<file path="src/sv/ic3_pkg.sv">
// Shared constants, types and helpers of the 3x3 convolution block.
`default_nettype none
package ic3_pkg;

    localparam int DEFAULT_MAX_WIDTH = 1024;
    localparam int DEFAULT_CHANNELS  = 3;

    localparam int PIX_W      = 8;
    localparam int PIX_CH     = 3;
    localparam int PIXEL_W    = PIX_W * PIX_CH;
    localparam int TAP_W      = 12;
    localparam int NUM_TAPS   = 9;
    localparam int TAPS_W     = TAP_W * NUM_TAPS;
    localparam int PROD_W     = 20;
    localparam int LANE_SUM_W = 24;
    localparam int RES_W      = 25;
    localparam int OUT_X_W    = 10;
    localparam int OUT_Y_W    = 16;

    localparam int S_TDATA_W  = 24;
    localparam int M_TDATA_W  = 104;
    localparam int CFG_IDX_W  = 3;
    localparam int CFG_DATA_W = 60;

    localparam int TAPS_LOW_W  = 60;
    localparam int TAPS_HIGH_W = 48;
    localparam int IMG_W_W     = 11;
    localparam int IMG_H_W     = 16;
    localparam int NCH_W       = 2;

    localparam logic [IMG_W_W-1:0] RESET_WIDTH    = 11'd640;
    localparam logic [IMG_H_W-1:0] RESET_HEIGHT   = 16'd480;
    localparam logic [NCH_W-1:0]   RESET_CHANNELS = 2'd3;

    typedef enum logic [CFG_IDX_W-1:0] {
        CFG_TAPS_LOW  = 3'd0,
        CFG_TAPS_HIGH = 3'd1,
        CFG_WIDTH     = 3'd2,
        CFG_HEIGHT    = 3'd3,
        CFG_CHANNELS  = 3'd4,
        CFG_PRESERVE  = 3'd5
    } cfg_index_t;

    typedef struct packed {
        logic [OUT_X_W-1:0] x;
        logic [OUT_Y_W-1:0] y;
        logic               last;
        logic               frame;
    } res_meta_t;

    // Window row/column that a kernel offset lands on once clamped to the frame.
    // at_pos: result sits at the newest position; otherwise one behind it.
    function automatic logic [1:0] sel_idx(input logic at_pos, input logic [1:0] d,
                                           input logic ge1, input logic ge2);
        logic [1:0] idx;
        idx = 2'd2;
        if (!at_pos) begin
            case (d)
                2'd0:    idx = ge2 ? 2'd0 : 2'd1;
                2'd1:    idx = 2'd1;
                default: idx = 2'd2;
            endcase
        end else if (d == 2'd0) begin
            idx = ge1 ? 2'd1 : 2'd2;
        end
        return idx;
    endfunction

endpackage
`default_nettype wire

</file>
<file path="src/sv/ic3_lane.sv">
// One channel lane: nine tap products, then their sum.
`default_nettype none
module ic3_lane (
    input  wire logic                                    clk,
    input  wire logic                                    en,
    input  wire logic [ic3_pkg::TAPS_W-1:0]              taps,
    input  wire logic [ic3_pkg::NUM_TAPS*ic3_pkg::PIX_W-1:0] pix,
    output logic signed [ic3_pkg::LANE_SUM_W-1:0]        sum
);

    logic signed [ic3_pkg::PROD_W-1:0]     prod_reg [ic3_pkg::NUM_TAPS];
    logic signed [ic3_pkg::PROD_W-1:0]     prod_next [ic3_pkg::NUM_TAPS];
    logic signed [ic3_pkg::LANE_SUM_W-1:0] sum_reg;
    logic signed [ic3_pkg::LANE_SUM_W-1:0] sum_next;

    always_comb
    begin
        for (int k = 0; k < ic3_pkg::NUM_TAPS; k++)
        begin
            prod_next[k] = ic3_pkg::PROD_W'($signed(taps[k*ic3_pkg::TAP_W +: ic3_pkg::TAP_W]))
                         * ic3_pkg::PROD_W'($signed({1'b0,
                                             pix[k*ic3_pkg::PIX_W +: ic3_pkg::PIX_W]}));
        end
    end

    always_comb
    begin
        sum_next = '0;
        for (int k = 0; k < ic3_pkg::NUM_TAPS; k++)
        begin
            sum_next = sum_next + ic3_pkg::LANE_SUM_W'(prod_reg[k]);
        end
    end

    always_ff @(posedge clk)
    begin
        if (en)
        begin
            prod_reg <= prod_next;
            sum_reg  <= sum_next;
        end
    end

    assign sum = sum_reg;

endmodule
`default_nettype wire

</file>
<file path="config.mk">
export PLATFORM = sky130hd
export DESIGN_NAME = ic3_lane
export DESIGN_NICKNAME = d
export VERILOG_FILES = /design/src/sv/ic3_pkg.sv /design/src/sv/ic3_lane.sv
export SDC_FILE = /design/constraint.sdc
export NUM_CORES = 2
export LEC_CHECK = 0
export ABC_CLOCK_PERIOD_IN_PS = 7700
export BUFFER_PORTS_ARGS = -buffer_cell sky130_fd_sc_hd__buf_2
export CAP_MARGIN = 20
export CORE_ASPECT_RATIO = 1.25
export CORE_MARGIN = 2
export CORE_UTILIZATION = 30
export CTS_CLUSTER_DIAMETER = 50
export DETAILED_ROUTE_END_ITERATION = 10
export GPL_ROUTABILITY_DRIVEN = 0
export PLACE_DENSITY = 0.49
export RECOVER_POWER = 100
export SYNTH_ARGS = -nofsm -noshare
export SYNTH_HDL_FRONTEND = slang
export SYNTH_SLANG_ARGS = --single-unit
</file>
<file path="constraint.sdc">
create_clock -name clk -period 7.7 [get_ports clk]
set_input_delay 1.54 -clock clk [delete_from_list [all_inputs] [get_ports clk]]
set_output_delay 1.54 -clock clk [all_outputs]
set_load 0.005 [all_outputs]
</file>
==> results.yml <==
worst_setup_path:
  path_class: "input port to flip-flop"
  cp_slowest_cell: "a2111oi_0"
  cp_top_family: "adder cells"
  rr_startpoint: "prod_reg[146]"
  timing.critical_path.buf_inv: 4
  crit_top_cell: "fa_1"
  cp_max_fo: 12
  crit_path_start_kind: "input port"
  end_kind: "flip-flop"
  path_cells: "clkbuf_1 > nand2_1 > fa_1 > inv_1 > fa_1 > fa_1 > inv_1 > fa_1 > inv_1 > ha_1 > a21o_1 > a21oi_1 > o21bai_1 > a2111oi_0 > o31ai_1 > a21oi_1 > xnor2_1"
  reg2reg_setup_slack_ns: 2.23
  critPathMaxStageDelay_ns: 0.89
  ff2ff_path_depth: 14
  critPathArrivalTime_ns: 6.65
  critPathRequiredTime_ns: 8.02
  r2r_end: "sum[23]"
hold_path:
  worstHoldStart: "prod_reg[160]"
  hold_end: "sum[0]"
  whs_path_depth: 2
  hold_class: "flip-flop to flip-flop"
logic_synthesis:
  synth.avg_cell_area_sq_um: 9.53
  synth_ff_type: "edfxtp_1"
  synth_area_leaders: "fa_1 39%, edfxtp_1 15%, inv_1 12%, ha_1 11%, and2_1 7.0%"
  synth_warnings: 0
  ys_seq_area_share_pct: 14.6
  synthesis.area_sq_mm: 0.0419
  yosysTopAreaCellShare_pct: 39.5
  synth-edff-count: 204
  ys_async_sr_fraction_pct: 0
  synth_top_area_cell: "fa_1"
  yosysMostFrequentCell: "inv_1"
  synthTopCellsByCount: "1,286 x inv_1, 827 x fa_1, 468 x and2_1"
  netlist-cell-type-count: 57
  synth_fp_nets: 5783
  synth_cells: 4399
  synth-seq-cells: 204
finish:
  nets: 5952
  final_util_pct: 33.2
  design_area_sq_mm: 0.0461
  nFillCells: 14567
  drive_gt1_share_pct: 5.20
  largest_reg_flops: 180
  area_growth_pct: 10.0
global_routing:
  gr-total-overflow: 0
  antenna_found_initial: 27
  grt_pass1_vias: 31121
  grt_usage_pct: 15.3
  grt_max_degree: 111
  grt_pass1_wl_microns: 171000
cts:
  tritoncts: "yes"
  numCtsBuffers: 37
  post_cts_buffers: 0
  hold_buffers: 0
  clockBufferDepth: 3
  cts-root-buf: "clkbuf_16"
  clkTransAtPathRegs_ns: 0.06
  clock-sinks: 204
  h-tree-depth: 2
  clk_latency_ns: 0.55
  cts_resized: 0
status:
  violations: "capacitance limit, slew limit"
  status: "finished with violations"
sta:
  period_share_pct: 82.2
  rsz0062_at_grt: "no"
  post-route-min-period_ns: 6.33
  worst_pin_slew_ns: 5.62
  fin_setup_tns_ns: 0
  hold_viol_final: 0
  setup_viol: 0
  maxSlewViolCount: 96
  setup_ws_ns: 1.37
  clock.fmax_ghz: 0.158
  slew_headroom_pct: -275
  finClkSkew_ns: 0.0255
die:
  initial_core_util_pct: 30.2
  dieWidth_microns: 338
  dieArea_sq_mm: 0.143
  num_rows: 153
  core-area_sq_mm: 0.139
  die_h_microns: 422
  ios: 206
routing:
  num_vias: 27961
  postRouteAntennaNets: 0
  drtPass1Iterations: 8
  drc: 0
  viasPerCell: 4.32
  wl_per_cell_microns: 16.3
  first_iter_violations: 1126
  routed_wl_microns: 105000
placed_design:
  postPlaceCellArea_sq_mm: 0.0450
  dp_hpwl_microns: 92900
  dpl_worst_slack_ns: 1.43
  io_buffers: 205
flow_run:
  drv_cap: 1
area by class of cell:
class	count	area, sq um	share of cell area [%]
clock inverters	27	260	0.564
inverters	1286	4830	10.5
flip-flops and latches	204	6130	13.3
clock buffers	40	958	2.08
multi-input cells	2833	30600	66.3
diodes	12	30.0	0.0651
well taps	1860	2330	5.04
repair buffers	206	1010	2.18
kinds of logic after synthesis:
group	count (synthesis)	share of synthesized area (%)
and+or+nand+nor	1121	13.4
AOI/OAI and AO/OA	321	5.14
adders and majority gates	1202	50.7
DFF	204	14.6
buffers and inverters	1362	12.2
xor gates and xnor gates	189	3.95
worst reg2reg max path: stages, from the launching register on:
cell and delay, ns:
edfxtp_1 0.45, fa_1 0.65, fa_1 0.48, fa_1 0.55
inv_1 0.05, fa_1 0.47, inv_1 0.04, ha_1 0.37
nand3_1 0.13, o2111ai_1 0.29, o31ai_1 0.50, o31ai_1 0.21
a311o_1 0.41, a221oi_1 0.36, xnor2_1 0.21
metal layers:
metal | wire length, microns | up-vias | global-route usage, %
li1 | - | 13371 | -
met1 | 41300 | 14059 | 17.3
met2 | 57100 | 382 | 29.2
met3 | 3220 | 135 | 1.91
met4 | 3570 | 14 | 5.01
met5 | 74 | - | 0
metrics by stage:
stage | hold WS, ns | instances
finish | 0.899 | 6468
floorplan | 0.693 | 4399
CTS | 0.915 | 6456
global placement | 0.907 | 6389
detailed placement | 0.898 | 6389
global route | 0.969 | 6463
worst max-delay path by stage:
stage            start            end  slack (ns)  depth (start not counted)
2_1_floorplan  pix[64]   prod_reg[17]        1.72                         17
5_1_grt        pix[56]   prod_reg[37]        1.05                         17
3_5_place_dp   pix[59]   prod_reg[37]        1.43                         18
3_3_place_gp   pix[59]   prod_reg[37]        1.43                         18
6_report        pix[0]  prod_reg[179]        1.37                         17
4_1_cts        pix[59]   prod_reg[37]        1.96                         18
cells in the final DEF, fill, tap and decap left out, types with 4 or more instances in the layout:
master	synthesis	routed
a211o_1	4	4
a211oi_1	9	9
a21o_1	44	44
a21oi_1	113	114
a221oi_1	6	8
a31oi_1	10	10
and2_0	0	16
and2_1	468	452
and3_1	6	6
buf_2	0	174
clkbuf_1	76	33
clkbuf_16	0	38
clkinv_1	0	5
clkinv_4	0	4
diode_2	0	12
edfxtp_1	204	204
fa_1	827	827
ha_1	375	375
inv_1	1286	1286
inv_6	0	9
nand2_1	457	457
nand2b_1	21	21
nand3_1	25	25
nand4_1	12	12
nor2_1	70	70
nor2b_1	15	15
nor3_1	31	31
o21a_1	24	24
o21ai_0	46	48
o21bai_1	10	10
o22ai_1	4	4
o311ai_0	2	5
o31ai_1	9	11
or3_1	7	7
xnor2_1	150	150
xor2_1	39	39
Power is not shown: default switching activity piles up to over one toggle a cycle in this logic, so the estimate is an artifact.
