===== config.mk =====
export PLATFORM = sky130hd
export DESIGN_NAME = ic3_merge
export DESIGN_NICKNAME = d
export VERILOG_FILES = /design/src/sv/ic3_pkg.sv /design/src/sv/ic3_merge.sv
export SDC_FILE = /design/constraint.sdc
export NUM_CORES = 1
export LEC_CHECK = 0
export ABC_AREA = 1
export ABC_CLOCK_PERIOD_IN_PS = 3300
export BUFFER_PORTS_ARGS = -buffer_cell sky130_fd_sc_hd__buf_2
export CORE_MARGIN = 4
export CORE_UTILIZATION = 51
export DETAILED_ROUTE_END_ITERATION = 8
export PLACE_DENSITY = 0.8
export SLEW_MARGIN = 20
export SYNTH_ARGS = -nofsm -noshare
export SYNTH_HDL_FRONTEND = slang
export SYNTH_SLANG_ARGS = --single-unit

===== constraint.sdc =====
create_clock -name vclk -period 3.3
set_input_delay 0 -clock vclk [all_inputs]
set_output_delay 0 -clock vclk [all_outputs]
set_load 0.01 [all_outputs]

===== src/sv/ic3_pkg.sv =====
// Shared constants, types and helpers of the 3x3 convolution block.
`default_nettype none
package ic3_pkg;

    localparam int DEFAULT_MAX_WIDTH = 1024;
    localparam int DEFAULT_CHANNELS  = 3;

    localparam int PIX_W      = 8;
    localparam int PIX_CH     = 3;
    localparam int PIXEL_W    = PIX_W * PIX_CH;
    localparam int TAP_W      = 12;
    localparam int NUM_TAPS   = 9;
    localparam int TAPS_W     = TAP_W * NUM_TAPS;
    localparam int PROD_W     = 20;
    localparam int LANE_SUM_W = 24;
    localparam int RES_W      = 25;
    localparam int OUT_X_W    = 10;
    localparam int OUT_Y_W    = 16;

    localparam int S_TDATA_W  = 24;
    localparam int M_TDATA_W  = 104;
    localparam int CFG_IDX_W  = 3;
    localparam int CFG_DATA_W = 60;

    localparam int TAPS_LOW_W  = 60;
    localparam int TAPS_HIGH_W = 48;
    localparam int IMG_W_W     = 11;
    localparam int IMG_H_W     = 16;
    localparam int NCH_W       = 2;

    localparam logic [IMG_W_W-1:0] RESET_WIDTH    = 11'd640;
    localparam logic [IMG_H_W-1:0] RESET_HEIGHT   = 16'd480;
    localparam logic [NCH_W-1:0]   RESET_CHANNELS = 2'd3;

    typedef enum logic [CFG_IDX_W-1:0] {
        CFG_TAPS_LOW  = 3'd0,
        CFG_TAPS_HIGH = 3'd1,
        CFG_WIDTH     = 3'd2,
        CFG_HEIGHT    = 3'd3,
        CFG_CHANNELS  = 3'd4,
        CFG_PRESERVE  = 3'd5
    } cfg_index_t;

    typedef struct packed {
        logic [OUT_X_W-1:0] x;
        logic [OUT_Y_W-1:0] y;
        logic               last;
        logic               frame;
    } res_meta_t;

    // Window row/column that a kernel offset lands on once clamped to the frame.
    // at_pos: result sits at the newest position; otherwise one behind it.
    function automatic logic [1:0] sel_idx(input logic at_pos, input logic [1:0] d,
                                           input logic ge1, input logic ge2);
        logic [1:0] idx;
        idx = 2'd2;
        if (!at_pos) begin
            case (d)
                2'd0:    idx = ge2 ? 2'd0 : 2'd1;
                2'd1:    idx = 2'd1;
                default: idx = 2'd2;
            endcase
        end else if (d == 2'd0) begin
            idx = ge1 ? 2'd1 : 2'd2;
        end
        return idx;
    endfunction

endpackage
`default_nettype wire


===== src/sv/ic3_merge.sv =====
// Combine the lane sums: per-channel results or one total over the channels in use.
`default_nettype none
module ic3_merge #(
    parameter int NLANE = 3
) (
    input  wire logic [NLANE*ic3_pkg::LANE_SUM_W-1:0] lane_sum,
    input  wire logic [ic3_pkg::NCH_W-1:0]            channels_in_use,
    input  wire logic                                 preserve,
    output logic [ic3_pkg::PIX_CH*ic3_pkg::RES_W-1:0] res
);

    logic [ic3_pkg::NCH_W-1:0]            nch;
    logic signed [ic3_pkg::LANE_SUM_W-1:0] ls;
    logic signed [ic3_pkg::RES_W-1:0]      ext;
    logic signed [ic3_pkg::RES_W-1:0]      total;

    assign nch = (channels_in_use == '0) ? ic3_pkg::NCH_W'(1) : channels_in_use;

    always_comb
    begin
        total = '0;
        res   = '0;
        ls    = '0;
        ext   = '0;
        for (int k = 0; k < NLANE; k++)
        begin
            ls  = $signed(lane_sum[k*ic3_pkg::LANE_SUM_W +: ic3_pkg::LANE_SUM_W]);
            ext = ic3_pkg::RES_W'(ls);
            if (k < int'(nch))
            begin
                total = total + ext;
                if (preserve)
                begin
                    res[k*ic3_pkg::RES_W +: ic3_pkg::RES_W] = ext;
                end
            end
        end
        if (!preserve)
        begin
            res[ic3_pkg::RES_W-1:0] = total;
        end
    end

endmodule
`default_nettype wire


==> reports/summary.md <==
For the setup total negative slack, the log shows 0 ns. Detailed routing inserted a total of 6370 vias. The weighted congestion reported at the end of routability-driven placement was 1.021. The die is 102.8 um tall. The worst setup path is launched from an input pin. The start-to-end type of the worst setup path was input pin to primary output.

The routed wirelength normalized by instance count was 13.72 um. After routing the design area is 5862 um^2. Hold repair after CTS inserted 0 buffers. 150 I/O pins were placed. After synthesis, the mean cell area works out to 4.808 um^2. The share of total power dissipated in sequential elements is 0%. The kind of capture point of the worst setup path was a primary output.

The tools report the global-route usage over all layers as 28.71%. After detailed routing, the met3 layer carries 1.272 mm of wire. The clock period could shrink to 3.186 ns.

Of the cells placed in the final design, the portion with a size suffix greater than 1 is 24.01%. Proportion of netlist area held by the largest area contributor: 29.49%. Library cell with the highest instance count after synthesis: sky130_fd_sc_hd__nand2_1. The floorplan has 34 rows. The number of distinct library cells after synthesis is 37, and the detailed-route wire length on metal 1 is 6.845 mm. The logs give 819.3 uW for the net switching power and 0 for the antenna cell count. The number of max-slew violations in the final report was 0. The core region is 8721 um^2. The total overflow left after global routing is 0.

Data on the critical path is required at its endpoint by 3.30 ns. The post-synthesis instance area was 4582 um^2. The number of input and output port buffers inserted is 150. Along the worst path, the maximum fanout reaches 5.

Setup violations remaining at the end of the flow were counted as 0. Most area-hungry cell type in the Yosys netlist: sky130_fd_sc_hd__nand2_1. The tools report the final core utilization as 67.22%.

The filler cells instantiated in the layout total 887. The count of mapped cells out of synthesis was 953; the average vias per placed instance was 5.313. Counting tap cells, the placed design contains a total of 1196 instances. The worst-margin pin slew is 0.9131 ns. The flow ran to the end, and the final reports show no timing, DRC or antenna violations. The net switching share of the total power is 61.67%. The logs give 5459 for the via count of the first global-routing pass and 0 for the layout clock buffer count. The logs give 6 for the iteration count of the initial detailed-routing pass and 0 for the post-detailed-route DRC marker count.

The logs give 0 for the number of flip-flops and latches and 0 for the post-route antenna net violation count. The power per unit of standard cell area is 226.6 nW/um^2, and the maximum achievable frequency is 0.3139 GHz. Detailed routing placed a total of 7.858 mm of wire on met2. The clock network burns 0% of the power.

The share of the Yosys chip area taken by registers is 0%. Entering global routing, the biggest net connects 49 pins. For this run, the post-layout net count is 1219.

After detailed routing, the total wire length is 16.45 mm. The first global-routing pass estimated 24.85 mm of wire. The final-report hold violation count was 0. The combinational cell fraction of total power was 100.0%. The signed area change from the synthesized netlist to the final layout works out to 27.94%.

The run gives 0.0001048 V as the worst supply voltage drop on vdd. Starting DRC count in detailed routing: 412. The die covers 10560 um^2.

The worst min-delay path class is input pin to primary output. Dividing the final minimum period by the clock period gives 96.54%. The area taken by flip-flops and latches is 0 um^2. The top routing layer in use was met4.

Summed over all nets, the half-perimeter wirelength after detailed placement is 13.40 mm. For this run, the number of Yosys warnings is 0. The worst setup slack before clock tree synthesis was -0.02531 ns; the worst slew margin relative to its limit was 38.91%.

Yosys attributes the largest share of cell area to sky130_fd_sc_hd__nand2_1 29%, sky130_fd_sc_hd__ha_1 13%, sky130_fd_sc_hd__inv_1 13%. The internal power of the cells totals 509.2 uW. Setup repair after global routing could not meet its margin everywhere. The logs give 0 for the number of antenna violations at the first check in global routing and 0 for the count of maximum capacitance violations.

The placed instances occupy a cell area of 5418 um^2. For this design the static power due to leakage is 3.528 nW. Counting every net in the synthesized netlist gives 1079. Horizontal die dimension: 102.8 um. Counting instances in the post-synthesis netlist gives the leading cell types as 360 x sky130_fd_sc_hd__nand2_1, 156 x sky130_fd_sc_hd__inv_1, 122 x sky130_fd_sc_hd__nor2_1. The run gives 52.54% as the effective utilization at floorplan.

STA puts the critical path data arrival time at 3.19 ns. For the worst path setup slack after routing, the log shows 0.1142 ns. The finished layout holds 1199 standard cells, fillers aside.
kinds of logic after synthesis:
family,synth area share [%]
simple gates,53.96
buf+inv,15.57
compound gates,12.02
fa+ha+maj,14.25
xor+xnor,4.205
layer usage:
layer / GRT usage [%] / vias up
met5: 0 / -
met4: 5.976 / 0
met1: 38.44 / 2801
li1: - / 3256
met2: 51.19 / 271
met3: 1.218 / 42
critical path, cell delays in order:
cell and delay, ns:
sky130_fd_sc_hd__buf_2 0.13, sky130_fd_sc_hd__ha_2 0.38, sky130_fd_sc_hd__nand2_1 0.15, sky130_fd_sc_hd__nor2_1 0.23
sky130_fd_sc_hd__nand3_2 0.14, sky130_fd_sc_hd__nand2_4 0.11, sky130_fd_sc_hd__a21oi_2 0.06, sky130_fd_sc_hd__inv_1 0.05
sky130_fd_sc_hd__nand2_1 0.05, sky130_fd_sc_hd__nand3_2 0.07, sky130_fd_sc_hd__o21ai_1 0.09, sky130_fd_sc_hd__ha_1 0.43
sky130_fd_sc_hd__nand2_2 0.11, sky130_fd_sc_hd__nor2_4 0.14, sky130_fd_sc_hd__inv_1 0.06, sky130_fd_sc_hd__nor2_2 0.10
sky130_fd_sc_hd__nand4_1 0.17, sky130_fd_sc_hd__nand4_1 0.16, sky130_fd_sc_hd__nand3_1 0.10, sky130_fd_sc_hd__nand2_1 0.10
sky130_fd_sc_hd__inv_1 0.07, sky130_fd_sc_hd__a21oi_2 0.13, sky130_fd_sc_hd__buf_2 0.15
stage by stage:
step,power (mW),hold WS (ns)
2_1_floorplan,0.8336,0.08713
3_3_place_gp,1.155,0.3054
3_5_place_dp,1.166,0.3089
4_1_cts,1.172,0.3101
5_1_grt,1.479,0.3228
6_report,1.328,0.3064
layout by cell type, fill, tap and decap left out, drive strengths merged:
cell | synthesis | layout
a21oi | 50 | 50
o22ai | 2 | 2
xor2 | 12 | 12
xnor2 | 10 | 10
nor3 | 4 | 4
inv | 156 | 156
ha | 49 | 49
nand3 | 73 | 73
or2 | 9 | 9
buf | 13 | 163
nor2 | 127 | 127
a21o | 1 | 1
o21bai | 6 | 6
a21boi | 3 | 3
nand4 | 16 | 16
o211ai | 3 | 3
o21ai | 27 | 27
nand3b | 3 | 3
fa | 2 | 2
nor4 | 2 | 2
and2 | 4 | 4
a31oi | 4 | 4
o21a | 1 | 1
nand2 | 364 | 364
layout make-up:
class / instances / area, um^2 / share of cell area (%)
repair buffers: 163 / 852.1 / 14.54
multi-input cells: 772 / 4289 / 73.17
inverters: 156 / 585.6 / 9.989
well taps: 108 / 135.1 / 2.305
repair_timing:
item | in CTS | in global routing
setup endpoints to repair | 1 | 16
gates resized for setup | 1 | 98
pin swaps | 0 | 14
buffers inserted | 0 | 3
final timing paths:
| kind | from | endpoint | slack (ns) | depth (start not counted) |
|---|---|---|---|---|
| max | lane_sum[7] | res[20] | 0.11 | 23 |
| min | lane_sum[70] | res[72] | 0.31 | 4 |
power by group through the flow:
stage | Clock, mW | Sequential (mW) | Combinational, mW
global route | 0 | 0 | 1.48
finish | 0 | 0 | 1.33
CTS | 0 | 0 | 1.17
detailed placement | 0 | 0 | 1.17
floorplan | 0 | 0 | 0.834
global placement | 0 | 0 | 1.15
No activity file was read; power rests on OpenSTA's default activity.
